===== src/rtl/lcdnw_pkg.sv =====
// ----------------------------------------------------------------------------
// lcdnw_pkg
// Types and constants shared by the character LCD nibble write sequencer.
// ----------------------------------------------------------------------------
package lcdnw_pkg;

  localparam int TICK_W   = 20;
  localparam int CFG_IDX_W = 2;
  localparam int QDEPTH   = 2;

  // Request kinds.
  localparam logic [1:0] FUNC_INIT = 2'd0;
  localparam logic [1:0] FUNC_CMD  = 2'd1;
  localparam logic [1:0] FUNC_CHAR = 2'd2;
  localparam logic [1:0] FUNC_GOTO = 2'd3;

  // Configuration register indexes.
  localparam logic [CFG_IDX_W-1:0] CFG_ENABLE_PULSE = 2'd0;
  localparam logic [CFG_IDX_W-1:0] CFG_SETTLE       = 2'd1;
  localparam logic [CFG_IDX_W-1:0] CFG_INIT_WAIT    = 2'd2;

  localparam logic [TICK_W-1:0] ENABLE_PULSE_RESET = 20'd1000;
  localparam logic [TICK_W-1:0] SETTLE_RESET       = 20'd5000;
  localparam logic [TICK_W-1:0] INIT_WAIT_RESET    = 20'd100000;

  // Cursor addressing bases for the two display lines.
  localparam logic [7:0] ROW0_BASE = 8'h80;
  localparam logic [7:0] ROW1_BASE = 8'hC0;

  // Power-up command list.
  localparam logic [2:0] INIT_LAST_IDX = 3'd6;
  localparam logic [7:0] INIT_LAST_CMD = 8'h02;

  // Segments within one byte: setup high, pulse high, setup low, pulse low, settle.
  localparam logic [2:0] PHASE_SETTLE = 3'd4;

  typedef struct packed {
    logic [1:0] func;
    logic [7:0] byte_value;
    logic       row;
    logic [5:0] col;
  } req_t;

  typedef struct packed {
    logic              reg_select;
    logic              read_write;
    logic              enable;
    logic [3:0]        data_nibble;
    logic [TICK_W-1:0] hold_ticks;
    logic              last;
  } seg_t;

  // Classified request handed from the front to the back.
  typedef struct packed {
    logic       is_init;
    logic       rs;
    logic [7:0] byte_value;
  } desc_t;

  typedef struct packed {
    logic [TICK_W-1:0] enable_pulse_ticks;
    logic [TICK_W-1:0] settle_ticks;
    logic [TICK_W-1:0] init_wait_ticks;
  } cfg_regs_t;

  function automatic logic [7:0] init_cmd(input logic [2:0] idx);
    logic [7:0] b;
    unique case (idx)
      3'd0:    b = 8'h33;
      3'd1:    b = 8'h32;
      3'd2:    b = 8'h28;
      3'd3:    b = 8'h0C;
      3'd4:    b = 8'h01;
      3'd5:    b = 8'h06;
      3'd6:    b = INIT_LAST_CMD;
      default: b = INIT_LAST_CMD;
    endcase
    return b;
  endfunction

endpackage


===== src/rtl/lcdnw_fifo.sv =====
// ----------------------------------------------------------------------------
// lcdnw_fifo
// Small first-in first-out queue with full and empty flags.
// ----------------------------------------------------------------------------
module lcdnw_fifo import lcdnw_pkg::*; #(
  parameter int WIDTH = 1
) (
  input  logic             clk,
  input  logic             rst,
  input  logic             wr_en,
  input  logic [WIDTH-1:0] din,
  output logic             full,
  input  logic             rd_en,
  output logic [WIDTH-1:0] dout,
  output logic             empty
);

  localparam int PTR_W = $clog2(QDEPTH);
  localparam int CNT_W = $clog2(QDEPTH + 1);

  logic [WIDTH-1:0] mem [QDEPTH];
  logic [PTR_W-1:0] wr_ptr;
  logic [PTR_W-1:0] rd_ptr;
  logic [CNT_W-1:0] count;
  logic             do_wr;
  logic             do_rd;

  assign full  = (count == CNT_W'(QDEPTH));
  assign empty = (count == '0);
  assign do_wr = wr_en && !full;
  assign do_rd = rd_en && !empty;
  assign dout  = mem[rd_ptr];

  always_ff @(posedge clk) begin
    if (rst) begin
      wr_ptr <= '0;
      rd_ptr <= '0;
      count  <= '0;
    end else begin
      if (do_wr) begin
        wr_ptr <= wr_ptr + 1'b1;
      end
      if (do_rd) begin
        rd_ptr <= rd_ptr + 1'b1;
      end
      if (do_wr && !do_rd) begin
        count <= count + 1'b1;
      end else if (do_rd && !do_wr) begin
        count <= count - 1'b1;
      end
    end
  end

  always_ff @(posedge clk) begin
    if (do_wr) begin
      mem[wr_ptr] <= din;
    end
  end

endmodule


===== src/rtl/lcdnw_front.sv =====
// ----------------------------------------------------------------------------
// lcdnw_front
// Classifies a request into the byte to send, its RS level and whether it is
// the power-up init sequence.
// ----------------------------------------------------------------------------
module lcdnw_front import lcdnw_pkg::*; #(
  parameter int LINE_LENGTH = 40
) (
  input  req_t  req,
  output desc_t desc
);

  localparam logic [5:0] LAST_COL = 6'(LINE_LENGTH - 1);
  localparam logic [5:0] COL_LIMIT = 6'(LINE_LENGTH);

  logic [5:0] col_sat;
  logic [7:0] base;

  // Columns past the end of the line stick at the last column.
  assign col_sat = (req.col >= COL_LIMIT) ? LAST_COL : req.col;
  assign base    = req.row ? ROW1_BASE : ROW0_BASE;

  always_comb begin
    desc = '0;
    unique case (req.func)
      FUNC_INIT: begin
        desc.is_init = 1'b1;
      end
      FUNC_CMD: begin
        desc.byte_value = req.byte_value;
      end
      FUNC_CHAR: begin
        desc.rs         = 1'b1;
        desc.byte_value = req.byte_value;
      end
      FUNC_GOTO: begin
        desc.byte_value = base + {2'b00, col_sat};
      end
    endcase
  end

endmodule


===== src/rtl/lcdnw_back.sv =====
// ----------------------------------------------------------------------------
// lcdnw_back
// Segment sequencer: turns one classified request into its run of pin
// segments, one segment per cycle while the result queue has room.
// ----------------------------------------------------------------------------
module lcdnw_back import lcdnw_pkg::*; (
  input  logic      clk,
  input  logic      rst,
  input  cfg_regs_t cfg,
  input  desc_t     q_desc,
  input  logic      q_empty,
  output logic      q_pop,
  output seg_t      seg,
  output logic      seg_valid,
  input  logic      out_full
);

  typedef enum logic [3:0] {
    ST_IDLE = 4'b0001,
    ST_PRE  = 4'b0010,
    ST_BYTE = 4'b0100,
    ST_POST = 4'b1000
  } back_state_t;

  back_state_t state, state_next;
  logic [2:0]  phase, phase_next;
  logic [2:0]  cmd_idx, cmd_idx_next;
  desc_t       cur, cur_next;
  logic [7:0]  byte_cur;
  logic        emit;
  logic        seg_done;
  logic        load;

  assign byte_cur = cur.is_init ? init_cmd(cmd_idx) : cur.byte_value;

  always_comb begin
    seg = '0;
    unique case (state)
      ST_IDLE: begin
        seg = '0;
      end
      ST_PRE: begin
        seg.hold_ticks = cfg.init_wait_ticks;
      end
      ST_BYTE: begin
        seg.reg_select  = cur.rs;
        seg.enable      = phase[0];
        seg.data_nibble = (phase < 3'd2) ? byte_cur[7:4] : byte_cur[3:0];
        if (phase[0]) begin
          seg.hold_ticks = cfg.enable_pulse_ticks;
        end else if (phase == PHASE_SETTLE) begin
          seg.hold_ticks = cfg.settle_ticks;
          seg.last       = !cur.is_init;
        end
      end
      ST_POST: begin
        // The low nibble of the final init command is still on the bus.
        seg.data_nibble = INIT_LAST_CMD[3:0];
        seg.hold_ticks  = cfg.init_wait_ticks;
        seg.last        = 1'b1;
      end
    endcase
  end

  assign emit      = (state != ST_IDLE) && !out_full;
  assign seg_valid = emit;
  assign seg_done  = emit && seg.last;
  assign load      = ((state == ST_IDLE) || seg_done) && !q_empty;
  assign q_pop     = load;

  always_comb begin
    state_next   = state;
    phase_next   = phase;
    cmd_idx_next = cmd_idx;
    cur_next     = cur;
    if (load) begin
      state_next   = q_desc.is_init ? ST_PRE : ST_BYTE;
      phase_next   = '0;
      cmd_idx_next = '0;
      cur_next     = q_desc;
    end else if (seg_done) begin
      state_next = ST_IDLE;
    end else if (emit) begin
      unique case (state)
        ST_IDLE: begin
          state_next = ST_IDLE;
        end
        ST_PRE: begin
          state_next = ST_BYTE;
          phase_next = '0;
        end
        ST_BYTE: begin
          if (phase == PHASE_SETTLE) begin
            phase_next = '0;
            if (cmd_idx == INIT_LAST_IDX) begin
              state_next = ST_POST;
            end else begin
              cmd_idx_next = cmd_idx + 3'd1;
            end
          end else begin
            phase_next = phase + 3'd1;
          end
        end
        ST_POST: begin
          state_next = ST_IDLE;
        end
      endcase
    end
  end

  always_ff @(posedge clk) begin
    if (rst) begin
      state   <= ST_IDLE;
      phase   <= '0;
      cmd_idx <= '0;
    end else begin
      state   <= state_next;
      phase   <= phase_next;
      cmd_idx <= cmd_idx_next;
    end
  end

  always_ff @(posedge clk) begin
    cur <= cur_next;
  end

endmodule


===== src/rtl/char_lcd_nibble_write_sequencer.sv =====
// Path: a request passes through the request queue, the segment sequencer and the
// segment queue before its first segment is on the result ports.
// Throughput: one segment per cycle while the segment queue has room, set by
// the segment sequencer. A byte request is 5 segments; power-up init is 37.
// Reset: synchronous; both queues empty, sequencer idle, timing registers at
// their defaults (1000, 5000, 100000 ticks).
// ----------------------------------------------------------------------------
// char_lcd_nibble_write_sequencer
// Turns character LCD requests into timed pin segments for a 4-bit bus.
// ----------------------------------------------------------------------------
module char_lcd_nibble_write_sequencer import lcdnw_pkg::*; #(
  parameter int LINE_LENGTH = 40
) (
  input  logic                 clk,
  input  logic                 rst,
  input  logic                 push,
  output logic                 full,
  input  req_t                 req,
  output logic                 empty,
  input  logic                 pop,
  output seg_t                 seg,
  input  logic                 cfg_valid,
  output logic                 cfg_ready,
  input  logic [CFG_IDX_W-1:0] cfg_index,
  input  logic [TICK_W-1:0]    cfg_data
);

  cfg_regs_t cfg;
  desc_t     desc;
  desc_t     q_desc;
  logic      q_empty;
  logic      q_pop;
  seg_t      back_seg;
  logic      back_valid;
  logic      out_full;

  assign cfg_ready = 1'b1;

  always_ff @(posedge clk) begin
    if (rst) begin
      cfg.enable_pulse_ticks <= ENABLE_PULSE_RESET;
      cfg.settle_ticks       <= SETTLE_RESET;
      cfg.init_wait_ticks    <= INIT_WAIT_RESET;
    end else if (cfg_valid && cfg_ready) begin
      case (cfg_index)
        CFG_ENABLE_PULSE: cfg.enable_pulse_ticks <= cfg_data;
        CFG_SETTLE:       cfg.settle_ticks       <= cfg_data;
        CFG_INIT_WAIT:    cfg.init_wait_ticks    <= cfg_data;
        default:          cfg <= cfg;
      endcase
    end
  end

  lcdnw_front #(
    .LINE_LENGTH(LINE_LENGTH)
  ) u_front (
    .req  (req),
    .desc (desc)
  );

  lcdnw_fifo #(
    .WIDTH($bits(desc_t))
  ) u_req_q (
    .clk   (clk),
    .rst   (rst),
    .wr_en (push),
    .din   (desc),
    .full  (full),
    .rd_en (q_pop),
    .dout  (q_desc),
    .empty (q_empty)
  );

  lcdnw_back u_back (
    .clk       (clk),
    .rst       (rst),
    .cfg       (cfg),
    .q_desc    (q_desc),
    .q_empty   (q_empty),
    .q_pop     (q_pop),
    .seg       (back_seg),
    .seg_valid (back_valid),
    .out_full  (out_full)
  );

  lcdnw_fifo #(
    .WIDTH($bits(seg_t))
  ) u_seg_q (
    .clk   (clk),
    .rst   (rst),
    .wr_en (back_valid),
    .din   (back_seg),
    .full  (out_full),
    .rd_en (pop),
    .dout  (seg),
    .empty (empty)
  );

endmodule


===== config.mk =====
export PLATFORM = sky130hd
export DESIGN_NAME = char_lcd_nibble_write_sequencer
export DESIGN_NICKNAME = d
export VERILOG_FILES = /design/src/rtl/lcdnw_pkg.sv /design/src/rtl/lcdnw_fifo.sv /design/src/rtl/lcdnw_front.sv /design/src/rtl/lcdnw_back.sv /design/src/rtl/char_lcd_nibble_write_sequencer.sv
export SDC_FILE = /design/constraint.sdc
export NUM_CORES = 1
export LEC_CHECK = 0
export BUFFER_PORTS_ARGS = -buffer_cell sky130_fd_sc_hd__buf_2
export CAP_MARGIN = 15
export CORE_MARGIN = 4
export CORE_UTILIZATION = 53
export CTS_CLUSTER_DIAMETER = 80
export CTS_CLUSTER_SIZE = 8
export DETAILED_ROUTE_END_ITERATION = 10
export GPL_TIMING_DRIVEN = 1
export PLACE_DENSITY = 0.76
export SLEW_MARGIN = 25
export SYNTH_ARGS = -nofsm -noshare
export SYNTH_HDL_FRONTEND = slang
export SYNTH_SLANG_ARGS = --single-unit

===== constraint.sdc =====
create_clock -name clk -period 2.8 [get_ports clk]
set_clock_uncertainty 0.05 [all_clocks]
set_input_delay 0.56 -clock clk [delete_from_list [all_inputs] [get_ports clk]]
set_output_delay 0.56 -clock clk [all_outputs]
set_load 0.02 [all_outputs]

# [Yosys cells after proc, flatten, opt, wreduce, memory -nomap -nowiden]
# Memory sizes are Yosys's and may differ from the RTL's. A register that Yosys moved wholly into a read port is not among the register bits.
# Index checks and enable logic that the tools add are counted.
[word_totals] latchBits=0 rom_bits=0 input_bits=44 regBits=88 memories=2 elab_cells=130 output_inout_bits=31 mem_bits_rw=74
[op_classes] n_div=0 n_mux=37 n_mul=0 n_reduce_logical=40 n_shift=0 n_lt_le_gt_ge=2 add_sub_neg=11 bitwise_logic=2 n_eq_ne=21
[mem_list] name="u_seg_q.mem" depth=2 word_bits=27 read_ports=1 rd_ports_with_merged_regs=1 wr=1 line="lcdnw_fifo.sv:21" source="logic [WIDTH-1:0] mem [QDEPTH];"
[mem_list] name="u_req_q.mem" depth=2 word_bits=10 read_ports=1 rd_ports_with_merged_regs=1 wr=1 line="lcdnw_fifo.sv:21"
[op_table] cell="$pmux 20 s3" count=1
[op_table] cell="$pmux 6 s6" count=1
[op_table] cell="$mux 4" count=6
[op_table] cell="$mux 21" count=1
[op_table] cell="$mux 20" count=1
[op_table] cell="$pmux 8 s2" count=1
[op_table] cell="$mux 1" count=13
[op_table] cell="$eq 3x3->1 const B" count=4
[op_table] cell="$pmux 4 s3" count=1
[op_table] cell="$logic_and 1x1->1" count=11
[op_table] cell="$eq 2x2->1 const B" count=5
[op_table] cell="$logic_not 1->1" count=9
[op_table] cell="$add 8x6->8" count=1
[op_table] cell="$logic_not 2->1" count=4
[op_table] cell="$mux 2" count=4
[op_table] cell="$mux 8" count=1
[op_table] cell="$ne 4x2->1 const B" count=2
[op_table] cell="$pmux 4 s2" count=1
[op_table] cell="$reduce_or 2->1" count=4
[op_table] cell="$mux 7" count=1
[op_table] cell="$add 3x1->3 const B" count=2
[op_table] cell="$eq 3x2->1 const B" count=2
[op_table] cell="$ge 6x6->1 const B" count=1
[op_table] cell="$mux 3" count=2
[op_table] cell="22 further kinds" count=34

# [Depth between registers and ports, before layout]
# Gate-level depths: netlist of the first run.
[depth] word_depth=11 mapped_depth=9 mapped_depth_nobuf=9

# [Hierarchy]
# A second synthesis of the first run with hierarchy kept.
[hier_totals] hier_cells=625 hier_area_um2=7394.6
[by_module_without_submodules] mod="char_lcd_nibble_write_sequencer" seq_area_each_um2=1201.2 cells_per_inst=233 area_per_inst_um2=2462.4 instances=1
[by_module_without_submodules] mod="lcdnw_fifo at u_seg_q" seq_area_each_um2=1781.7 cells_per_inst=112 area_per_inst_um2=2234.6 instances=1
[by_module_without_submodules] mod="lcdnw_back" seq_area_each_um2=500.5 cells_per_inst=194 area_per_inst_um2=1567.8 instances=1
[by_module_without_submodules] mod="lcdnw_fifo at u_req_q" seq_area_each_um2=700.7 cells_per_inst=56 area_per_inst_um2=935.9 instances=1
[by_module_without_submodules] mod="lcdnw_front" seq_area_each_um2=0.0 cells_per_inst=30 area_per_inst_um2=193.9 instances=1

# [Worst setup path after synthesis of the first run]
# OpenSTA, ideal clock, no wires.
[synth_timing] path_kind="register to register" from="register u_back.state[0]" to="memory u_seg_q.mem[0][0] in the netlist's numbering (enable)" setup_ns=0.414 period_less_slack_ns=2.743 arrival_ns=2.279 path_buffers=1 slack_ns=0.057 stages_incl_launch_ff=5 required_time_ns=2.336 cell_sequence="dfxtp_1 buf_6 nor2b_1 a21oi_1 nor2b_1"
[synth_between] elab_chain_len=5
[synth_rtl] element="start, declared" line="lcdnw_back.sv:25" source="back_state_t state, state_next;"
[synth_rtl] element="start signal, assigned" line="lcdnw_back.sv:117" source="state <= state_next;"
[synth_rtl] element="$ne 4x1->1" line="lcdnw_back.sv:65" source="assign emit = (state != ST_IDLE) && !out_full;"
[synth_rtl] element="$logic_and 1x1->1" line="lcdnw_back.sv:65"
[synth_rtl] element="$logic_and 1x1->1" line="lcdnw_fifo.sv:30" source="assign do_wr = wr_en && !full;"
[synth_rtl] element="named net u_seg_q.do_wr" line="lcdnw_fifo.sv:25" source="logic do_wr;"
[synth_rtl] element="$mux 1" line="lcdnw_fifo.sv:55" source="if (do_wr) begin"
[synth_rtl] element="$mux 1 (not written as such)" line="lcdnw_fifo.sv:56" source="mem[wr_ptr] <= din;"
[synth_rtl] element="end, declared" line="lcdnw_fifo.sv:21"
# The timed path passes the listed nets, and every way through them passes these cells.

# [Worst setup path in the final report of the first run]
[layout_timing] from="register u_back.phase[0]" to="register u_req_q.count[1]"
[layout_between] elab_chain_len=11 elab_cells_between_ends=13 classes_between="1 x eq/ne; 4 x mux; 8 x reduce/logical"
[layout_rtl] element="start, declared" line="lcdnw_back.sv:26" source="logic [2:0] phase, phase_next;"
[layout_rtl] element="start signal, assigned" line="lcdnw_back.sv:118" source="phase <= phase_next;"
[layout_rtl] element="$eq 3x3->1" line="lcdnw_back.sv:51" source="end else if (phase == PHASE_SETTLE) begin"
[layout_rtl] element="$mux 21" line="lcdnw_back.sv:51"
[layout_rtl] element="$mux 1 *" line="lcdnw_back.sv:49" source="if (phase[0]) begin"
[layout_rtl] element="$pmux 1 s2 *" line="lcdnw_back.sv:38" source="unique case (state)"
[layout_rtl] element="$logic_and 1x1->1 *" line="lcdnw_back.sv:67" source="assign seg_done = emit && seg.last;"
[layout_rtl] element="$logic_or 1x1->1 *" line="lcdnw_back.sv:68" source="assign load = ((state == ST_IDLE) || seg_done) && !q_empty;"
[layout_rtl] element="$logic_and 1x1->1 *" line="lcdnw_back.sv:68"
[layout_rtl] element="$logic_and 1x1->1 *" line="lcdnw_fifo.sv:31" source="assign do_rd = rd_en && !empty;"
[layout_rtl] element="$logic_not 1->1" line="lcdnw_fifo.sv:46" source="if (do_wr && !do_rd) begin"
[layout_rtl] element="$logic_and 1x1->1" line="lcdnw_fifo.sv:46"
[layout_rtl] element="$mux 2 or $reduce_bool 2->1 (tied branches)"
[layout_rtl] element="end signal, assigned" line="lcdnw_fifo.sv:47" source="count <= count + 1'b1;"
[layout_rtl] element="end signal, assigned" line="lcdnw_fifo.sv:49" source="count <= count - 1'b1;"
[layout_rtl] element="end, declared" line="lcdnw_fifo.sv:24" source="logic [CNT_W-1:0] count;"
# Mark *: on every way between the ends. The rest lies on a longest branch, timed or not.
# A chain may end at the register's enable or synchronous reset.

==> metrics.md, run 1 <==
| Metric | Value |
|---|---|
| Top FF cell, synth | `edfxtp_1` |
| # Max-Cap Violations | `0` |
| Iteration count of the initial detailed-routing pass | `6` |
| CP peak stage delay | `580 ps` |
| Synth Instances | `639` |
| Resized cells post-CTS | `0` |
| Crit path arrival time | `2840 ps` |
| TNS Setup | `0 ps` |
| Number of synthesized flops with an enable pin | `84` |
| Power per cell area | `just over 900 nW/um^2` |
| Status | `finished clean` |
| Initial antenna violation count | `0` |
| Fmax | `0.394 GHz` |
| RSZ-0062 raised after global routing | `false` |
| Asr flop ratio synth | `0%` |
| Worst r2r src | `u_back.phase[0]` |
| Via count | `4942` |
| Crit path time final | `~2500 ps` |
| Final ANT Viol Nets | `0` |
| Number of top-level pins | `75` |
| Drt wl/cell | `~17 um` |
| Post-synthesis sequential element count | `164` |
| Root Buffer | `clkbuf_16` |
| Vias in the first global route | `4808` |
| Critical path depth | `8` |
| Grt ovf | `0` |
| Pin count of the biggest net entering global routing | `49` |
| Cells along the critical path | `inv_1, ha_1, or4bb_1, nor4_4, a21oi_2, ha_1, or3_1, a21oi_1` |
| Fin. Hold Viols | `0` |
| Worst path top cell family by delay | `simple AND/OR/NAND/NOR gates` |
| Placed cell area | `roughly 7500 um^2` |
| Most frequent cells in the layout | `132 x nand2_1, 84 x edfxtp_1, 80 x dfxtp_1, 72 x buf_2, 61 x a21oi_1` |
| Worst Path Buf+Inv | `1` |
| Setup Buffers After CTS | `0` |
| VDD IR-drop max | `523 uV` |
| Crit. End Element | `flop` |
| Cell mode on critical path | `ha_1` |
| Clock transition at path regs | `60 ps` |
| Reg2Reg Setup Slack | `260 ps` |
| Clk Latency, worst-skew pair | `420 ps` |
| CTS tree | `built` |
| PortBufs | `72` |
| Clock sinks | `approximately 160` |
| YS warnings | `0` |
| Slew Limit Headroom | `42.1%` |
| Power Internal | `about 5.0 mW` |
| Reg power frac | `between 40% and 50%` |
| Avg Synthesized Cell Area | `10.9 um^2` |
| Starting Density | `54.7%` |
| RR Endpoint | `u_req_q.count[1]` |
| Most common cell after layout, fill and taps aside | `nand2_1` |
| # fillers | `1013` |
| Worst-path fanout max | `7` |
| CP Launch Point | `u_back.phase[0]` |
| CP max-delay cell | `or4bb_1` |
| Fin nets | `759` |
| Iter 0 DRT Violations | `555` |
| Die Ht | `123 um` |
| Switch Pwr | `2.27 mW` |
| Synth Cell Area | `6960 um^2` |
| Die width | `123 um` |
| Setup violators final | `0` |
| Core ar. | `12700 um^2` |
| Critical path type | `flop to flop` |
| Final Max Tran Viols | `0` |
| CTS H-tree lvls | `4` |
| All-Layer GR Usage | `roughly a fifth` |
| DRC viols | `0` |
| Synth cell types | `55` |
| Synth-to-layout area growth | `15.2%` |
| Core Rows | `41` |
| Comb power frac | `25.2%` |
| DP HPWL | `9.68 mm` |
| Ant diodes | `0` |
| Sequential share of the synthesized area | `59.2%` |
| CTS max path bufs | `2` |
| Drt total wl | `14.9 mm` |
| Mapped Nets | `around 700` |
| Worst slew pin tran | `approximately 870 ps` |
| Global-route wire length before repair | `around 24 mm` |
| R2R depth | `8` |
| Worst hold path type | `input pin to flop` |
| Sw Share | `a little under a third` |
| Worst Hold Depth | `3` |
| Post-CTS Hold Fix Bufs | `0` |
| GPL Wtd Cong | `roughly 0.86` |
| LEAKAGE | `between 3 and 4 nW` |
| Worst setup path end | `u_req_q.count[1]` |
| Post-route cell area | `between 8000 and 9000 um^2` |
| Vias per std cell | `5.57` |
| Layout cells sized above 1 | `23.3%` |
| Die area | `15000 um^2` |
| Cts bufs inserted | `17` |
| Final period utilization | `slightly above 90%` |
| Clock share of power | `30.0%` |
| Critical Path Start Type | `flop` |
| Worst path required time | `3100 ps` |
## cell usage after synthesis, drive strengths merged, types with 5 or more instances
| library cell | n | area share [%] |
|---|---|---|
| nand2 | 132 | 7.1 |
| nand3b | 19 | 2.0 |
| nor2 | 34 | 2.0 |
| edfxtp | 84 | 36 |
| mux2 | 38 | 6.1 |
| nor3 | 8 | 0.58 |
| ha | 12 | 2.2 |
| a222oi | 20 | 2.9 |
| dfxtp | 80 | 23 |
| xor2 | 6 | 0.75 |
| xnor2 | 5 | 0.63 |
| clkbuf | 28 | 1.5 |
| inv | 31 | 1.7 |
| a22oi | 5 | 0.54 |
| nor2b | 7 | 0.63 |
| o21ai | 9 | 0.65 |
| buf | 13 | 1.3 |
| a21oi | 62 | 4.5 |
## final cells by class
cell class / count / area, um^2 / area share (%)
clock buffer: 19 / 433 / 5.40
clock inverter: 13 / 121 / 1.51
inverter: 31 / 116 / 1.45
multi-input combinational: 403 / 2540 / 31.7
sequential: 164 / 4120 / 51.4
tap: 172 / 215 / 2.68
timing repair buffer: 86 / 465 / 5.80
## state kept, by name, summed over array words and instances (netlist names), named ones only
name	count
u_seg_q.mem	54
u_seg_q.wr_ptr	1
u_req_q.rd_ptr	1
u_req_q.mem	20
u_back.cmd_idx	3
cfg	60
u_back.cur	10
u_req_q.count	2
u_back.state	4
u_seg_q.count	2
u_back.phase	3
u_seg_q.rd_ptr	1
u_req_q.wr_ptr	1
## through the flow
step,setup slack [ps],std cells,hold slack [ps],power (mW),utilization (%)
6_report,259,888,329,7.31,63.0
5_1_grt,136,888,344,7.65,63.0
4_1_cts,277,888,313,7.35,63.0
3_5_place_dp,304,856,396,5.16,58.7
3_3_place_gp,387,856,391,5.09,58.7
2_1_floorplan,56.6,639,386,4.61,-
## worst min-delay path, stage by stage
cell	delay, ps
buf_2	100
nand2_1	50
nand3b_1	60
## metal layers
| metal | share of wire, % | track usage, % | vias to the layer above | wire length [um] |
|---|---|---|---|---|
| met4 | 1.6 | 7.98 | 0 | 233 |
| li1 | - | - | 2365 | - |
| met5 | 0 | 0 | - | 0 |
| met2 | 47 | 30.8 | 202 | 6960 |
| met1 | 43 | 28.3 | 2359 | 6460 |
| met3 | 8.3 | 5.35 | 16 | 1240 |
## power groups by stage
stage | registers, mW | clock network (mW) | logic [mW]
after floorplan | 3.22 | 0 | 1.39
after global placement | 3.29 | 0 | 1.80
after detailed placement | 3.32 | 0 | 1.84
after CTS | 3.28 | 2.22 | 1.85
after global routing | 3.32 | 2.32 | 2.01
final | 3.28 | 2.19 | 1.84
## how the worst min path moves through the flow
stage | endpoint | from
after floorplan | cfg[0] | cfg[0]
after global placement | cfg[30] | cfg[30]
after detailed placement | cfg[30] | cfg[30]
after CTS | cfg[15] | cfg_data[15]
after global routing | cfg[35] | cfg_data[15]
final | cfg[32] | cfg_data[12]
## logic make-up (layout without fill, tap and decap cells)
family | count (synthesis) | in the layout | share of synthesized area (%)
AO/OA/AOI/OAI | 110 | 110 | 10.5
other | 2 | 2 | 0.108
XOR/XNOR | 11 | 11 | 1.38
buffers and inverters | 72 | 149 | 4.47
multiplexers | 41 | 41 | 6.76
adder cells (fa/ha/maj) | 12 | 12 | 2.16
AND/OR/NAND/NOR | 227 | 227 | 15.4
flip-flops | 164 | 164 | 59.2
No activity file was read; power rests on OpenSTA's default activity.
==> run 2: changes to the inputs <==
--- a/config.mk
+++ b/config.mk
@@ -7,7 +7,6 @@
 export LEC_CHECK = 0
 export BUFFER_PORTS_ARGS = -buffer_cell sky130_fd_sc_hd__buf_2
 export CAP_MARGIN = 15
-export CORE_MARGIN = 4
 export CORE_UTILIZATION = 53
 export CTS_CLUSTER_DIAMETER = 80
 export CTS_CLUSTER_SIZE = 8
==> run 2 against run 1 <==
Total power up 0.49%. Count of clock-buffer cells in the layout down 2. Maximum frequency down 1.4%. Die area down 9.5%. Sequential share of layout area about the same. Setup slack worse by 37 ps. Clock power about the same. Largest cell class unchanged. Highest routed layer unchanged.
==> metrics.md, run 2 (synthesis gave the netlist of run 1 again) <==
| Metric | Value |
|---|---|
| Max reg flops | `60` |
| Setup slack after placement | `298 ps` |
| CTS max path bufs | `2` |
| Switch Pwr | `2.36 mW` |
| Drt total wl | `15.0 mm` |
| CP peak stage delay | `580 ps` |
| Die area | `about 14000 um^2` |
| Number of top-level pins | `75` |
| All-Layer GR Usage | `23.2%` |
| Die width | `117 um` |
| Final worst slack | `222 ps` |
| Critical path type | `flop to flop` |
| Iteration count of the initial detailed-routing pass | `6` |
| Resized cells post-CTS | `0` |
| Ant diodes | `0` |
| VDD IR-drop max | `540 uV` |
| Most common cell after layout, fill and taps aside | `nand2_1` |
| Most frequent cells in the layout | `132 x nand2_1, 84 x edfxtp_1, 80 x dfxtp_1, 72 x buf_2, 61 x a21oi_1` |
| Starting Density | `54.7%` |
| Post-CTS Hold Fix Bufs | `0` |
| # fillers | `1018` |
| Critical Path Start Type | `flop` |
| LEAKAGE | `between 3 and 4 nW` |
| Iter 0 DRT Violations | `585` |
| Pin count of the biggest net entering global routing | `51` |
| Placed cell area | `7460 um^2` |
| Die Ht | `117 um` |
| Clock share of power | `between 30% and 40%` |
| Worst hold path type | `input pin to flop` |
| # Max-Cap Violations | `0` |
| Core ar. | `12700 um^2` |
| Root Buffer | `clkbuf_16` |
| DP HPWL | `9.65 mm` |
| Worst-path fanout max | `7` |
| Grt ovf | `0` |
| Post-route cell area | `roughly 8000 um^2` |
| Status | `finished clean` |
| Worst Path Buf+Inv | `1` |
| Crit path arrival time | `2880 ps` |
| Power Internal | `4.98 mW` |
| Post-placement cell count | `855` |
| Initial antenna violation count | `0` |
| Worst slew pin tran | `913 ps` |
| Clock sinks | `about 160` |
| Worst path top cell family by delay | `simple AND/OR/NAND/NOR gates` |
| Setup violators final | `0` |
| WHS | `333 ps` |
| CP max-delay cell | `or4bb_1` |
| Vias per std cell | `5.62` |
| Fin nets | `approximately 760` |
| Core Rows | `41` |
| RSZ-0062 raised after global routing | `false` |
| CTS H-tree lvls | `4` |
| TNS Setup | `0 ps` |
| Sw Share | `32.2%` |
| Final std cells w/o fill | `887` |
| Power Total | `7.34 mW` |
| Comb power frac | `~25%` |
| Reg power frac | `44.6%` |
| Fin. Hold Viols | `0` |
| Via count | `4981` |
| Cell mode on critical path | `ha_1` |
| Final ANT Viol Nets | `0` |
| Setup Buffers After CTS | `0` |
| Cts bufs inserted | `17` |
| Drt wl/cell | `about 17 um` |
| Top Registers | `cfg: 60 flops, u_seg_q.mem: 54 flops, u_req_q.mem: 20 flops` |
| Final Max Tran Viols | `0` |
| Clock transition at path regs | `70 ps` |
| Power per cell area | `about 900 nW/um^2` |
| Layout cells sized above 1 | `between 20% and 30%` |
| Cells along the critical path | `inv_1, ha_1, or4bb_1, nor4_4, a21oi_2, ha_1, or3_1, a21oi_1` |
| Largest Register | `cfg` |
| CTS tree | `built` |
| DRC viols | `0` |
| PortBufs | `72` |
| Global-route wire length before repair | `23.6 mm` |
| Vias in the first global route | `~4900` |
| Core Util, Final | `63.1%` |
| Slew Limit Headroom | `around two fifths` |
| Crit path time final | `~2600 ps` |
| Fmax | `0.388 GHz` |
| Crit. End Element | `flop` |
| Worst path required time | `3100 ps` |
| GPL Wtd Cong | `0.814` |
| Synth-to-layout area growth | `15.3%` |
| Final period utilization | `92.1%` |
| Clk Latency, worst-skew pair | `between 400 and 500 ps` |
## run 2: cell types whose count changed in the layout (fill, tap and decap cells not counted), sizes merged
cell	before	now
clkinv	4	6
inv	36	37
bufinv	1	0
buf	86	85
clkbuf	19	17
## run 2: layout make-up
cell class	count	area, um^2	area share [%]
Timing Repair Buffer	85	458	5.71
Inverter	31	116	1.45
Sequential cell	164	4120	51.4
Tap cell	172	215	2.68
Multi-Input combinational cell	403	2540	31.7
Clock buffer	17	425	5.30
Clock inverter	15	143	1.78
## run 2: worst paths after layout
kind	startpoint	end	slack (ps)	cells past startpoint
setup / recovery	u_back.phase[0]	u_req_q.count[1]	220	8
setup reg to reg	u_back.phase[0]	u_req_q.count[1]	220	8
hold reg to reg	cfg[18]	cfg[18]	410	2
hold / removal	cfg_data[9]	cfg[9]	330	3
## run 2: routing by layer
| layer | track usage [%] | up-vias | share of wire, % |
|---|---|---|---|
| li1 | - | 2371 | - |
| met1 | 30.0 | 2369 | 43 |
| met2 | 37.8 | 208 | 48 |
| met3 | 4.10 | 33 | 6.5 |
| met4 | 11.5 | 0 | 2.1 |
| met5 | 0 | - | 0 |
## run 2: worst register-to-register path, delay by kind of cell (launching register included)
family,cells,cell delay [ps]
AO/OA/AOI/OAI,2,250
adder cells (fa/ha/maj),2,560
flip-flops,1,370
AND/OR/NAND/NOR,3,1180
buffers and inverters,1,100
## run 2: power groups by stage
stage                     Combinational (mW)  Clock [mW]  Sequential (mW)
final                                   1.86        2.20             3.28
after global routing                    2.02        2.33             3.32
after CTS                               1.88        2.23             3.28
after detailed placement                1.84           0             3.33
after global placement                  1.79           0             3.29
after floorplan                         1.39           0             3.22
==> run 3: changes to the inputs <==
--- a/config.mk
+++ b/config.mk
@@ -7,12 +7,12 @@
 export LEC_CHECK = 0
 export BUFFER_PORTS_ARGS = -buffer_cell sky130_fd_sc_hd__buf_2
 export CAP_MARGIN = 15
-export CORE_UTILIZATION = 53
+export CORE_UTILIZATION = 63
 export CTS_CLUSTER_DIAMETER = 80
 export CTS_CLUSTER_SIZE = 8
 export DETAILED_ROUTE_END_ITERATION = 10
 export GPL_TIMING_DRIVEN = 1
-export PLACE_DENSITY = 0.76
+export PLACE_DENSITY = 0.85
 export SLEW_MARGIN = 25
 export SYNTH_ARGS = -nofsm -noshare
 export SYNTH_HDL_FRONTEND = slang
==> constraint.sdc (replaced) <==
create_clock -name clk -period 3.13 [get_ports clk]
set_clock_uncertainty 0.05 [all_clocks]
set_input_delay 0.626 -clock clk [delete_from_list [all_inputs] [get_ports clk]]
set_output_delay 0.626 -clock clk [all_outputs]
set_load 0.02 [all_outputs]
==> run 3 against run 2 <==
First-iteration DRC count decreased by 6.2%. Final area fell by 1.2%. Register-to-register slack better by 250 ps. Routed wire length decreased by 2.8%. Total power is 12% lower. Count of clock-buffer cells in the layout up 2. Sequential share of layout area rose by 0.61 points. Setup slack improved by 250 ps. Maximum frequency fell by 3.0%. Flip-flop and latch count is the same. Combinational power decreased by 13%. Global-route usage rose by 3.4 points. Critical endpoint unchanged. Largest cell class unchanged. Highest routed layer unchanged.
==> metrics.md, run 3 (synthesis gave the netlist of run 1 again) <==
| Metric | Value |
|---|---|
| Synth-to-layout area growth | `13.9%` |
| Drt wl/cell | `17.2 um` |
| CTS H-tree lvls | `4` |
| Sw Share | `31.2%` |
| Pin count of the biggest net entering global routing | `48` |
| Vias per std cell | `about 5.9` |
| Post-placement cell count | `819` |
| Placed cell area | `about 7400 um^2` |
| Iter 0 DRT Violations | `between 500 and 600` |
| Setup Buffers After CTS | `0` |
| Iteration count of the initial detailed-routing pass | `6` |
| Most common cell after layout, fill and taps aside | `nand2_1` |
| Worst-path fanout max | `10` |
| Post-CTS Hold Fix Bufs | `0` |
| Power Internal | `around 4.5 mW` |
| Status | `finished clean` |
| Comb power frac | `about a quarter` |
| Core Rows | `38` |
| PortBufs | `72` |
| Number of top-level pins | `75` |
| Worst hold path type | `input pin to flop` |
| Drt total wl | `14.6 mm` |
| Top Registers | `cfg: 60 flops, u_seg_q.mem: 54 flops, u_req_q.mem: 20 flops` |
| All-Layer GR Usage | `a little over a quarter` |
| Initial antenna violation count | `0` |
| Starting Density | `between 60% and 70%` |
| Power Total | `6.48 mW` |
| Via count | `between 4000 and 5000` |
| Final std cells w/o fill | `851` |
| Final worst slack | `472 ps` |
| Slew Limit Headroom | `33.9%` |
| Switch Pwr | `2.02 mW` |
| Layout cells sized above 1 | `a little under a quarter` |
| LEAKAGE | `around 3.1 nW` |
| WHS | `between 200 and 300 ps` |
| Fmax | `roughly 0.38 GHz` |
| Worst path required time | `3540 ps` |
| Power per cell area | `816 nW/um^2` |
| GPL Wtd Cong | `0.826` |
| Ant diodes | `0` |
| Clock transition at path regs | `70 ps` |
| Global-route wire length before repair | `between 20 and 25 mm` |
| Clock share of power | `29.5%` |
| Setup slack after placement | `536 ps` |
| Crit. End Element | `flop` |
| Final period utilization | `84.9%` |
| Resized cells post-CTS | `0` |
| Clock sinks | `164` |
| Vias in the first global route | `4861` |
| Cts bufs inserted | `17` |
| Largest Register | `cfg` |
| Setup violators final | `0` |
| Final ANT Viol Nets | `0` |
| Core ar. | `10800 um^2` |
| Fin nets | `754` |
| Crit path time final | `2660 ps` |
| CTS max path bufs | `2` |
| TNS Setup | `0 ps` |
| Worst slew pin tran | `989 ps` |
| DRC viols | `0` |
| Core Util, Final | `approximately three quarters` |
| Die area | `around 11000 um^2` |
| VDD IR-drop max | `522 uV` |
| Most frequent cells in the layout | `132 x nand2_1, 84 x edfxtp_1, 80 x dfxtp_1, 72 x buf_2, 61 x a21oi_1` |
| Clk Latency, worst-skew pair | `approximately 530 ps` |
| Post-route cell area | `between 7000 and 8000 um^2` |
| Critical Path Start Type | `flop` |
| CTS tree | `built` |
| Fin. Hold Viols | `0` |
| Critical path type | `flop to flop` |
| Crit path arrival time | `3070 ps` |
| # fillers | `700` |
| DP HPWL | `between 9 and 10 mm` |
| Root Buffer | `clkbuf_8` |
| # Max-Cap Violations | `0` |
| Max reg flops | `60` |
| Reg power frac | `45.5%` |
| RSZ-0062 raised after global routing | `false` |
| Final Max Tran Viols | `0` |
| Grt ovf | `0` |
| Die Ht | `107 um` |
| Die width | `107 um` |
[run 3: cell types whose count changed in the layout (fill, tap and decap cells not counted), sizes merged]
cell	delta
buf	-4
clkinv	-4
clkbuf	+2
clkinvlp	+2
bufinv	+1
inv	-1
[run 3: layout make-up]
| class | count | area (um^2) | area share, % |
|---|---|---|---|
| Sequential cell | 164 | 4120 | 52.0 |
| Tap cell | 140 | 175 | 2.21 |
| Multi-Input combinational cell | 403 | 2540 | 32.1 |
| Timing Repair Buffer | 81 | 428 | 5.39 |
| Clock buffer | 19 | 422 | 5.32 |
| Inverter | 31 | 116 | 1.47 |
| Clock inverter | 13 | 123 | 1.55 |
[run 3: critical path, cell delays in order (launching register included)]
cell and delay, ps:
dfxtp_1 500, or4b_1 740, nor4_4 310, a21oi_2 90, ha_1 350, or3_1 380, a21oi_1 160
[run 3: metal layers]
layer / global-route usage (%) / up-vias / wire length (um)
met2: 42.7 / 242 / 7050
met5: 0 / - / 0
li1: - / 2365 / -
met4: 10.2 / 0 / 256
met3: 6.69 / 28 / 1090
met1: 34.6 / 2361 / 6200
[run 3: path summary, 6_finish.rpt]
check | startpoint | endpoint | slack, ps | cells after the start
setup reg to reg | u_back.state[2] | u_req_q.count[1] | 470 | 6
hold / removal | cfg_data[3] | cfg[23] | 280 | 3
setup / recovery | u_back.state[2] | u_req_q.count[1] | 470 | 6
hold reg to reg | cfg[55] | cfg[55] | 410 | 2
[run 3: power by group through the flow]
stage,clock [mW],combinational (mW),sequential (mW)
floorplan,0,1.24,2.88
global placement,0,1.55,2.95
detailed placement,0,1.60,2.98
CTS,1.93,1.62,2.95
global route,2.02,1.74,2.98
finish,1.91,1.62,2.94
